<file path="src/hw/rtl/msfr_pkg.sv">
`timescale 1ns / 1ps

package msfr_pkg;

    localparam int FRAME_LEN   = 7;
    localparam int STORE_DEPTH = FRAME_LEN - 1;
    localparam int CNT_W       = 3;

    localparam logic [7:0] HEADER_RESET    = 8'd165;
    localparam logic [7:0] SPEED_CMD_RESET = 8'd2;

    typedef enum logic [0:0] {
        REG_HEADER    = 1'b0,
        REG_SPEED_CMD = 1'b1
    } cfg_index_t;

    typedef enum logic [1:0] {
        STATUS_SPEED_OK   = 2'd0,
        STATUS_BAD_HEADER = 2'd1,
        STATUS_BAD_SUM    = 2'd2,
        STATUS_OTHER_CMD  = 2'd3
    } frame_status_t;

    typedef struct packed {
        frame_status_t      frame_status;
        logic signed [15:0] left_speed;
        logic signed [15:0] right_speed;
    } frame_result_t;

endpackage

</file>
<file path="src/hw/rtl/msfr_byte_if.sv">
`timescale 1ns / 1ps

interface msfr_byte_if;
    logic       valid;
    logic       ready;
    logic [7:0] rx_byte;

    modport source (output valid, output rx_byte, input ready);
    modport sink (input valid, input rx_byte, output ready);
endinterface

</file>
<file path="src/hw/rtl/msfr_result_if.sv">
`timescale 1ns / 1ps

interface msfr_result_if;
    logic               valid;
    logic               ready;
    logic [1:0]         frame_status;
    logic signed [15:0] left_speed;
    logic signed [15:0] right_speed;

    modport source (output valid, output frame_status, output left_speed,
                    output right_speed, input ready);
    modport sink (input valid, input frame_status, input left_speed,
                  input right_speed, output ready);
endinterface

</file>
<file path="src/hw/rtl/motor_speed_frame_receiver_core.sv">
`timescale 1ns / 1ps

// Receives UART bytes and assembles 7-byte frames (header, command, left speed
// MSB/LSB, right speed MSB/LSB, 8-bit sum of the first six bytes). Accepts one
// byte per cycle; each byte is judged while it sits in the input register, and a
// frame's result is registered in the output register when its seventh byte is
// judged. One result transaction per completed frame carries the status and
// the held speeds; the input side stalls only while a result waits in the
// output register and the next byte is ready to be processed. The header and
// speed command registers are written through cfg_we/cfg_index/cfg_wdata.

module motor_speed_frame_receiver_core (
    input  logic                clk,
    input  logic                rst_n,
    input  logic                cfg_we,
    input  msfr_pkg::cfg_index_t cfg_index,
    input  logic [7:0]          cfg_wdata,
    msfr_byte_if.sink           byte_ch,
    msfr_result_if.source       result_ch
);
    import msfr_pkg::*;

    logic [7:0]    header_reg;
    logic [7:0]    speed_cmd_reg;

    logic          in_valid_reg;
    logic [7:0]    in_byte_reg;

    logic          out_valid_reg;
    frame_result_t out_reg;

    logic          fire;
    logic          done;
    frame_result_t result;

    assign fire          = in_valid_reg && (!out_valid_reg || result_ch.ready);
    assign byte_ch.ready = !in_valid_reg || fire;

    msfr_assembler u_assembler (
        .clk           (clk),
        .rst_n         (rst_n),
        .fire          (fire),
        .rx_byte       (in_byte_reg),
        .header_byte   (header_reg),
        .speed_command (speed_cmd_reg),
        .done          (done),
        .result        (result)
    );

    always_ff @(posedge clk or negedge rst_n)
    begin
        if (!rst_n)
        begin
            header_reg    <= HEADER_RESET;
            speed_cmd_reg <= SPEED_CMD_RESET;
        end
        else if (cfg_we)
        begin
            case (cfg_index)
                REG_HEADER:    header_reg    <= cfg_wdata;
                REG_SPEED_CMD: speed_cmd_reg <= cfg_wdata;
                default:       header_reg    <= header_reg;
            endcase
        end
    end

    always_ff @(posedge clk or negedge rst_n)
    begin
        if (!rst_n)
        begin
            in_valid_reg  <= 1'b0;
            out_valid_reg <= 1'b0;
        end
        else
        begin
            if (byte_ch.ready)
            begin
                in_valid_reg <= byte_ch.valid;
            end
            if (fire && done)
            begin
                out_valid_reg <= 1'b1;
            end
            else if (result_ch.ready)
            begin
                out_valid_reg <= 1'b0;
            end
        end
    end

    always_ff @(posedge clk)
    begin
        if (byte_ch.valid && byte_ch.ready)
        begin
            in_byte_reg <= byte_ch.rx_byte;
        end
        if (fire && done)
        begin
            out_reg <= result;
        end
    end

    assign result_ch.valid        = out_valid_reg;
    assign result_ch.frame_status = out_reg.frame_status;
    assign result_ch.left_speed   = out_reg.left_speed;
    assign result_ch.right_speed  = out_reg.right_speed;

endmodule

</file>
<file path="src/hw/rtl/msfr_assembler.sv">
`timescale 1ns / 1ps

module msfr_assembler (
    input  logic                   clk,
    input  logic                   rst_n,
    input  logic                   fire,
    input  logic [7:0]             rx_byte,
    input  logic [7:0]             header_byte,
    input  logic [7:0]             speed_command,
    output logic                   done,
    output msfr_pkg::frame_result_t result
);
    import msfr_pkg::*;

    logic [7:0]       store_reg [STORE_DEPTH];
    logic [7:0]       store_next [STORE_DEPTH];
    logic [CNT_W-1:0] cnt_reg, cnt_next;
    logic [15:0]      left_reg, left_next;
    logic [15:0]      right_reg, right_next;

    logic             restart;
    logic [CNT_W-1:0] eff_cnt;
    logic [7:0]       sum;
    frame_status_t    status;

    always_comb
    begin
        restart = (rx_byte == header_byte) && (store_reg[0] != header_byte);
        eff_cnt = restart ? '0 : cnt_reg;
        done    = (eff_cnt == CNT_W'(STORE_DEPTH));

        sum = '0;
        for (int i = 0; i < STORE_DEPTH; i++)
        begin
            sum = sum + store_reg[i];
        end

        if (store_reg[0] != header_byte)
        begin
            status = STATUS_BAD_HEADER;
        end
        else if (sum != rx_byte)
        begin
            status = STATUS_BAD_SUM;
        end
        else if (store_reg[1] == speed_command)
        begin
            status = STATUS_SPEED_OK;
        end
        else
        begin
            status = STATUS_OTHER_CMD;
        end
    end

    always_comb
    begin
        store_next = store_reg;
        cnt_next   = cnt_reg;
        left_next  = left_reg;
        right_next = right_reg;
        if (fire)
        begin
            if (done)
            begin
                for (int i = 0; i < STORE_DEPTH; i++)
                begin
                    store_next[i] = '0;
                end
                cnt_next = '0;
                if (status == STATUS_SPEED_OK)
                begin
                    left_next  = {store_reg[2], store_reg[3]};
                    right_next = {store_reg[4], store_reg[5]};
                end
            end
            else
            begin
                for (int i = 0; i < STORE_DEPTH; i++)
                begin
                    if (eff_cnt == CNT_W'(i))
                    begin
                        store_next[i] = rx_byte;
                    end
                end
                cnt_next = eff_cnt + CNT_W'(1);
            end
        end
    end

    always_comb
    begin
        result.frame_status = status;
        result.left_speed   = left_next;
        result.right_speed  = right_next;
    end

    always_ff @(posedge clk or negedge rst_n)
    begin
        if (!rst_n)
        begin
            for (int i = 0; i < STORE_DEPTH; i++)
            begin
                store_reg[i] <= '0;
            end
            cnt_reg   <= '0;
            left_reg  <= '0;
            right_reg <= '0;
        end
        else
        begin
            store_reg <= store_next;
            cnt_reg   <= cnt_next;
            left_reg  <= left_next;
            right_reg <= right_next;
        end
    end

endmodule

</file>
<file path="src/flat_wrapper.sv">
// flat-port wrapper written by rule: the top's interface ports become plain ports
module motor_speed_frame_receiver_core_flat import msfr_pkg::*;
  (clk, rst_n, cfg_we, cfg_index, cfg_wdata, byte_ch_valid, byte_ch_rx_byte, byte_ch_ready, result_ch_valid, result_ch_frame_status, result_ch_left_speed, result_ch_right_speed, result_ch_ready);
  msfr_byte_if byte_ch_i ();
  msfr_result_if result_ch_i ();
  input  logic clk;
  input  logic rst_n;
  input  logic cfg_we;
  input  msfr_pkg::cfg_index_t cfg_index;
  input  logic [7:0] cfg_wdata;
  input wire logic [$bits(byte_ch_i.valid)-1:0] byte_ch_valid;
  input wire logic [$bits(byte_ch_i.rx_byte)-1:0] byte_ch_rx_byte;
  output wire logic [$bits(byte_ch_i.ready)-1:0] byte_ch_ready;
  output wire logic [$bits(result_ch_i.valid)-1:0] result_ch_valid;
  output wire logic [$bits(result_ch_i.frame_status)-1:0] result_ch_frame_status;
  output wire logic [$bits(result_ch_i.left_speed)-1:0] result_ch_left_speed;
  output wire logic [$bits(result_ch_i.right_speed)-1:0] result_ch_right_speed;
  input wire logic [$bits(result_ch_i.ready)-1:0] result_ch_ready;
  assign byte_ch_i.valid = byte_ch_valid;
  assign byte_ch_i.rx_byte = byte_ch_rx_byte;
  assign byte_ch_ready = byte_ch_i.ready;
  assign result_ch_valid = result_ch_i.valid;
  assign result_ch_frame_status = result_ch_i.frame_status;
  assign result_ch_left_speed = result_ch_i.left_speed;
  assign result_ch_right_speed = result_ch_i.right_speed;
  assign result_ch_i.ready = result_ch_ready;
  motor_speed_frame_receiver_core u_core (.clk(clk), .rst_n(rst_n), .cfg_we(cfg_we), .cfg_index(cfg_index), .cfg_wdata(cfg_wdata), .byte_ch(byte_ch_i), .result_ch(result_ch_i));
endmodule
</file>
<file path="config.mk">
export PLATFORM = sky130hd
export DESIGN_NAME = motor_speed_frame_receiver_core_flat
export DESIGN_NICKNAME = d
export VERILOG_FILES = /design/src/hw/rtl/msfr_pkg.sv /design/src/hw/rtl/msfr_byte_if.sv /design/src/hw/rtl/msfr_result_if.sv /design/src/hw/rtl/motor_speed_frame_receiver_core.sv /design/src/hw/rtl/msfr_assembler.sv /design/src/flat_wrapper.sv
export SDC_FILE = /design/constraint.sdc
export NUM_CORES = 1
export LEC_CHECK = 0
export ABC_AREA = 1
export BUFFER_PORTS_ARGS = -buffer_cell sky130_fd_sc_hd__buf_2
export CORE_MARGIN = 1.5
export CORE_UTILIZATION = 45
export DETAILED_ROUTE_END_ITERATION = 10
export PLACE_DENSITY_LB_ADDON = 0.05
export SLEW_MARGIN = 20
export SYNTH_ARGS = -nofsm -noshare
export SYNTH_HDL_FRONTEND = slang
export SYNTH_SLANG_ARGS = --single-unit
</file>
<file path="constraint.sdc">
create_clock -name clk -period 3.95 [get_ports clk]
set_clock_uncertainty 0.2 [all_clocks]
set_input_delay 0.5925 -clock clk [delete_from_list [all_inputs] [get_ports clk]]
set_output_delay 0.5925 -clock clk [all_outputs]
set_load 0.005 [all_outputs]
</file>
==> results of run 1 <==
==> routing by layer <==
| layer | routed length (um) | vias up |
|---|---|---|
| met5 | 0 | - |
| met4 | 171 | 0 |
| met3 | 495 | 16 |
| met2 | 7660 | 80 |
| met1 | 7080 | 2337 |
| li1 | - | 2369 |
==> cells by family (layout without fill, tap and decap cells) <==
| logic type | Yosys count | in the layout | share of synthesized area |
|---|---|---|---|
| AND/OR/NAND/NOR | 292 | 292 | 0.189 |
| flip-flops | 143 | 143 | 0.561 |
| adder cells (fa/ha/maj) | 33 | 33 | 0.0910 |
| XOR/XNOR | 23 | 23 | 0.0298 |
| AO/OA/AOI/OAI | 78 | 78 | 0.0625 |
| buffers and inverters | 104 | 228 | 0.0668 |
==> layout make-up <==
cell class,count,share of cell area
sequential,143,0.465
multi-input combinational,426,0.312
clock buffer,23,0.0549
inverter,87,0.0400
timing repair buffer,110,0.0881
clock inverter,8,0.0112
tap,184,0.0282
==> stage by stage <==
stage	util	std cells	setup WS (ns)
6_report	0.559	981	-0.476
5_1_grt	0.559	981	-0.677
4_1_cts	0.557	981	-0.468
3_5_place_dp	0.519	950	-0.557
3_3_place_gp	0.519	950	-0.505
2_1_floorplan	-	673	-0.254
==> cell usage after synthesis, drive strengths merged <==
| cell type | n |
|---|---|
| dfstp | 5 |
| o21bai | 1 |
| ha | 6 |
| inv | 87 |
| a21oi | 5 |
| dfrtp | 96 |
| o22ai | 1 |
| a22oi | 1 |
| o221ai | 1 |
| edfxtp | 42 |
| or2 | 2 |
| fa | 27 |
| nor2 | 12 |
| buf | 15 |
| o21ai | 63 |
| o21a | 6 |
| nand4 | 6 |
| nand3b | 1 |
| xor2 | 7 |
| xnor2 | 16 |
| nand3 | 51 |
| clkbuf | 2 |
| nand2 | 217 |
| nor3 | 3 |
==> timing repair <==
action	CTS	global route
endpoints found under the hold margin	0	0
endpoints found under the setup margin	66	66
pin swaps	1	2
gates resized for setup	3	11
cloned	0	0
==> worst max-delay path by stage <==
stage                                                 from                                to  slack (ns)  cells past startpoint
after CTS                 u_core.u_assembler.store_reg[34]  u_core.result_ch.right_speed[14]       -0.47                     18
after global routing      u_core.u_assembler.store_reg[34]   u_core.result_ch.right_speed[7]       -0.68                     18
after floorplan           u_core.u_assembler.store_reg[34]   u_core.result_ch.left_speed[11]       -0.25                     18
after detailed placement  u_core.u_assembler.store_reg[34]  u_core.result_ch.frame_status[1]       -0.56                     19
after global placement    u_core.u_assembler.store_reg[34]  u_core.result_ch.frame_status[1]       -0.51                     17
final                     u_core.u_assembler.store_reg[34]  u_core.result_ch.right_speed[14]       -0.48                     18
==> results.md, run 1 <==
- Status: finished, violations left
- Violated checks: negative setup slack
- Met3 Use GR: 0.0450
- Reg2Reg Launch Point: u_core.u_assembler.store_reg[34]
- Final Cell Area: 8160 sq um
- Number of DRC markers in iteration 0: 264
- Clock slew at reported path FFs: 0.06 ns
- ANT nets after route: 0
- Syn avg cell area: between 10 and 15 sq um
- Worst Path Buf+Inv: 4
- Most common cell after layout, fill and taps aside: nand2_1
- Tmin final: 4.43 ns
- Grt ovf: 0
- Crit-path most repeated cell: fa_1
- Post-Syn Area: 6770 sq um
- Die height: 126 um
- Tot GR Track Use: 0.213
- Routed wire length per instance: about 16 um
- Post-synth top area share: 0.355
- DIE AREA: 15800 sq um
- Final worst path period share: 1.12
- Setup violations, final: 66
- Port bufs: 57
- Sequential share of the synthesized area: 0.561
- First-pass DRT Iterations: 4
- Post-CTS Setup Inserts: 0
- Most frequent cells in the layout: nand2_1, dfrtp_1, inv_1
- Worst skew pair latency: 0.42 ns
- CTS buffer count: 17
- Most used routing layer: met2
- Pin count of the biggest net entering global routing: 62
- R2R depth: 18
- Routed wire length: 15.4 mm
- CP endpoint kind: flip-flop
- PnR worst setup slack: -0.476 ns
- Max-slew violation count: 0
- Worst-Margin Slew: 0.794 ns
- Max_cap viols: 0
- Placed cell area: between 7000 and 8000 sq um
- Num ports: 58
- Antenna violations before repair: 0
- Synth Register Bits: 143
- Final net count: 840
- Crit-path slowest cell: fa_1
- Hold Violations, Final: 0
- Multi-input gate area: about 2500 sq um
- Clock sinks: about 140
- WP data required: 4.03 ns
- Crit-path max FO: 24
- H-tree Lvls: 4
- Reg area: 3790 sq um
- Critical path type: flip-flop to flip-flop
- Initial Util: 0.464
- Yosys cell types: 38
- Cell chain of the critical path: fa_1 -> inv_2 -> fa_1 -> inv_1 -> fa_1 -> ha_2 -> inv_2 -> fa_2 -> xor2_1 -> nand2_1 -> nor2_1 -> nand3_1 -> nor3_2 -> nand3_2 -> nor2_4 -> buf_12 -> nand3_1 -> nand2_1
- Slowest stage delay, CP: 0.55 ns
- First-pass GRT wire length: 25.9 mm
- Remaining DRCs: 0
- Yosys warns: 0
- Row Count: 44
- GR Layer Usage met2: 0.355
- Max Fclk: 226 MHz
- Grt met1 use: 0.284
- Area grow syn2layout: 20.5%
- Via density: 4.90
- Syn nets: 728
- Min-Delay Path Class: input port to async pin
- CP Launch Type: flip-flop
- HPWL after DPL: 11.4 mm
- Die Width: 126 um
- Core Footprint: 14600 sq um
- Worst r2r dst: u_core.result_ch.right_speed[14]
- Root Buffer: clkbuf_16
- Clock Tree Buf Depth: 2
- RSZ-0062 raised after global routing: yes
- Max FFs per register: 48
- Leading area contributor after synthesis: dfrtp_1
- CTS tree: yes
- CP arrival: 4.51 ns
- Layout cell share with drive strength beyond 1: 0.222
- Vias in the first global route: 5010
- Synth Instances: between 600 and 700
- Post-CTS Hold Buffers: 0
- Hold_ws: 0.0500 ns
- Largest cells by area after synthesis: dfrtp_1, edfxtp_1, nand2_1, fa_1, inv_1
- Vias: between 4000 and 5000
- Max_slew headroom: 0.470
- Final GP Congestion: 0.835
- Worst path top cell family by delay: adder cells
- Fillers: 1325
- Diodes inserted: 0
- Minimum setup slack among reg-to-reg paths: -0.48 ns
- Sum Neg Setup Slack: -26.80 ns
Power of run 1 is not shown: default switching activity piles up to over one toggle a cycle in this logic, so the estimate is an artifact.
==> run 2, diff against run 1 <==
ABC_AREA = not set   (was 1)
==> run 2 against run 1 <==
Against the previous run:
- the flow still finishes with violations (negative setup slack)
- global-route usage down 2.4 points
- sequential share of layout area is 0.38 points lower
- critical path depth decreased by 3
- flip-flop and latch count unchanged
- count of clock-buffer cells in the layout is 5 lower
- critical path type unchanged
- cell area grew 0.81%
- setup slack got worse by 0.36 ns
- first-iteration DRC count shrank 41%
- register-to-register slack got worse by 0.36 ns
- synthesized cell count fell by 35%
- synthesized area fell by 3.6%
==> results.md, run 2 <==
- Status: finished, violations left
- Violated checks: negative setup slack
- Vias in the first global route: 3949
- Critical path type: flip-flop to flip-flop
- Final worst path period share: 1.21
- Min-Delay Path Class: input port to flip-flop
- Final GP Congestion: 0.773
- H-tree Lvls: 4
- First-pass DRT Iterations: 4
- Hold Violations, Final: 0
- Setup violations, final: 66
- Diodes inserted: 0
- Syn avg cell area: 15.0 sq um
- Final net count: 614
- Number of flops mapped to enable cells by yosys: 42
- Largest cells by area after synthesis: dfrtp_1, edfxtp_1, mux2_2, fa_1, xnor2_1
- Tot GR Track Use: 0.190
- Placed cell area: 7530 sq um
- Most used DFF post-synth: dfrtp_1
- Pin count of the biggest net entering global routing: 38
- Max FFs per register: 48
- Synth Register Bits: between 100 and 150
- CTS buffer count: 17
- Area grow syn2layout: 26.0%
- Yosys warns: 0
- Max_slew headroom: 0.495
- Final Cell Area: 8220 sq um
- Die Width: 123 um
- PnR worst setup slack: -0.840 ns
- Top-count cell post-synth: dfrtp_1
- Antenna violations before repair: 0
- Remaining DRCs: 0
- Leading area contributor after synthesis: dfrtp_1
- Crit-path max FO: 10
- CP endpoint kind: flip-flop
- Worst-Margin Slew: around 0.76 ns
- Syn nets: between 400 and 500
- CTS tree: yes
- Row Count: 43
- Port bufs: 57
- Post-route non-filler standard cell count: roughly 750
- Root Buffer: clkbuf_16
- Clock Tree Buf Depth: 2
- Max Fclk: 209 MHz
- CP Launch Type: flip-flop
- Initial Util: 0.465
- CP arrival: 4.75 ns
- Sequential share of the synthesized area: 0.582
- Grt ovf: 0
- Clock slew at reported path FFs: 0.06 ns
- Max-slew violation count: 0
- Fin util: 0.585
- Layout cell share with drive strength beyond 1: 0.444
- Most common cell after layout, fill and taps aside: dfrtp_1
- Yosys cell types: 35
- Max_cap viols: 0
- Die height: 123 um
- Worst skew pair latency: 0.42 ns
- HPWL after DPL: ~9 mm
- Routed wire length: 13.0 mm
- Via density: 4.86
- WP data required: 3.91 ns
- RSZ-0062 raised after global routing: yes
- ANT nets after route: 0
- Num ports: 58
- Sum Neg Setup Slack: -48.73 ns
- Routed wire length per instance: about 17 um
- Ys async rst share: 0.706
- DIE AREA: 15200 sq um
- Clock sinks: 143
- Tmin final: 4.79 ns
- Most frequent cells in the layout: dfrtp_1, mux2_2, buf_2
- Post-Syn Area: between 6000 and 7000 sq um
- Top cells by count, synth: dfrtp_1, mux2_2, edfxtp_1
- Core Footprint: between 10000 and 15000 sq um
- Post-synth top area share: 0.368
- First-pass GRT wire length: 21.1 mm
- Vias: approximately 3700
- Synth Instances: 436
- Number of DRC markers in iteration 0: roughly 160
- Placed Cells: about 720
run 2: cell count changes in the layout (fill, tap and decap cells not counted), sizes merged, moves of 4 or more:
cell / previous run / this run
nand2: 217 / 7
mux2: 0 / 96
nor2b: 0 / 4
nand2b: 0 / 4
and2: 0 / 11
xor2: 7 / 17
nand3: 51 / 3
inv: 87 / 37
o21ai: 63 / 7
xnor2: 16 / 29
o21a: 6 / 0
run 2: worst max-delay path: stages, from the launching register on:
cell	delay (ns)
dfrtp_1	0.40
fa_1	0.56
inv_2	0.04
fa_1	0.54
inv_2	0.04
fa_1	0.48
ha_2	0.19
inv_2	0.04
fa_2	0.53
xnor2_1	0.06
nor4_1	0.27
nand4_1	0.22
nor4b_4	0.27
buf_6	0.19
clkbuf_16	0.19
mux2_4	0.31
run 2: layout make-up:
cell class / instances / area [sq um]
fillers: 1120 / 5820
flip-flops and latches: 143 / 3790
multi-input cells: 245 / 2690
repair buffers: 115 / 790
clock buffers: 18 / 439
well taps: 180 / 225
clock inverters: 14 / 148
inverters: 37 / 139
run 2: timing repair:
| action | CTS | global route |
|---|---|---|
| endpoints found under the hold margin | 25 | 0 |
| hold buffers | 1 | 0 |
| setup endpoints to repair | 66 | 66 |
| resized for setup | 5 | 6 |
| setup buffers | 2 | 4 |
| pin swaps | 2 | 6 |
| cloned | 0 | 2 |
run 2: cell families after synthesis:
logic type	count (synthesis)	share of synthesized area
compound gates	17	0.0155
buf+inv	48	0.0314
mux	96	0.166
simple gates	52	0.0462
fa+ha+maj	33	0.0943
xor+xnor	47	0.0652
flops	143	0.582
run 2: metal layers:
| metal | part of all wire | global-route usage | up-vias |
|---|---|---|---|
| met5 | 0 | 0 | - |
| met4 | 0.013 | 0.0697 | 0 |
| met3 | 0.027 | 0.0461 | 13 |
| met2 | 0.47 | 0.286 | 56 |
| met1 | 0.49 | 0.267 | 1861 |
| li1 | - | - | 1726 |
run 2: final timing paths:
kind                                                  start                               end  slack (ns)  cells past startpoint
min in group asynchronous                             rst_n    u_core.u_assembler.left_reg[9]        0.44                      2
max in group asynchronous                             rst_n   u_core.u_assembler.right_reg[5]        2.28                      3
min reg2reg                u_core.u_assembler.right_reg[13]  u_core.u_assembler.right_reg[13]        0.29                      1
min                                      byte_ch_rx_byte[3]             u_core.in_byte_reg[3]        0.15                      1
max                        u_core.u_assembler.store_reg[42]  u_core.result_ch.right_speed[11]       -0.84                     15
max reg2reg                u_core.u_assembler.store_reg[42]  u_core.result_ch.right_speed[11]       -0.84                     15
run 2: stage by stage:
| stage | worst slack (ns) | hold slack, ns |
|---|---|---|
| final | -0.840 | 0.150 |
| after global routing | -1.06 | 0.132 |
| after CTS | -0.820 | 0.133 |
| after detailed placement | -0.818 | 0.276 |
| after global placement | -0.769 | 0.279 |
| after floorplan | -0.588 | 0.0969 |
Power of run 2 is left out for the same reason.
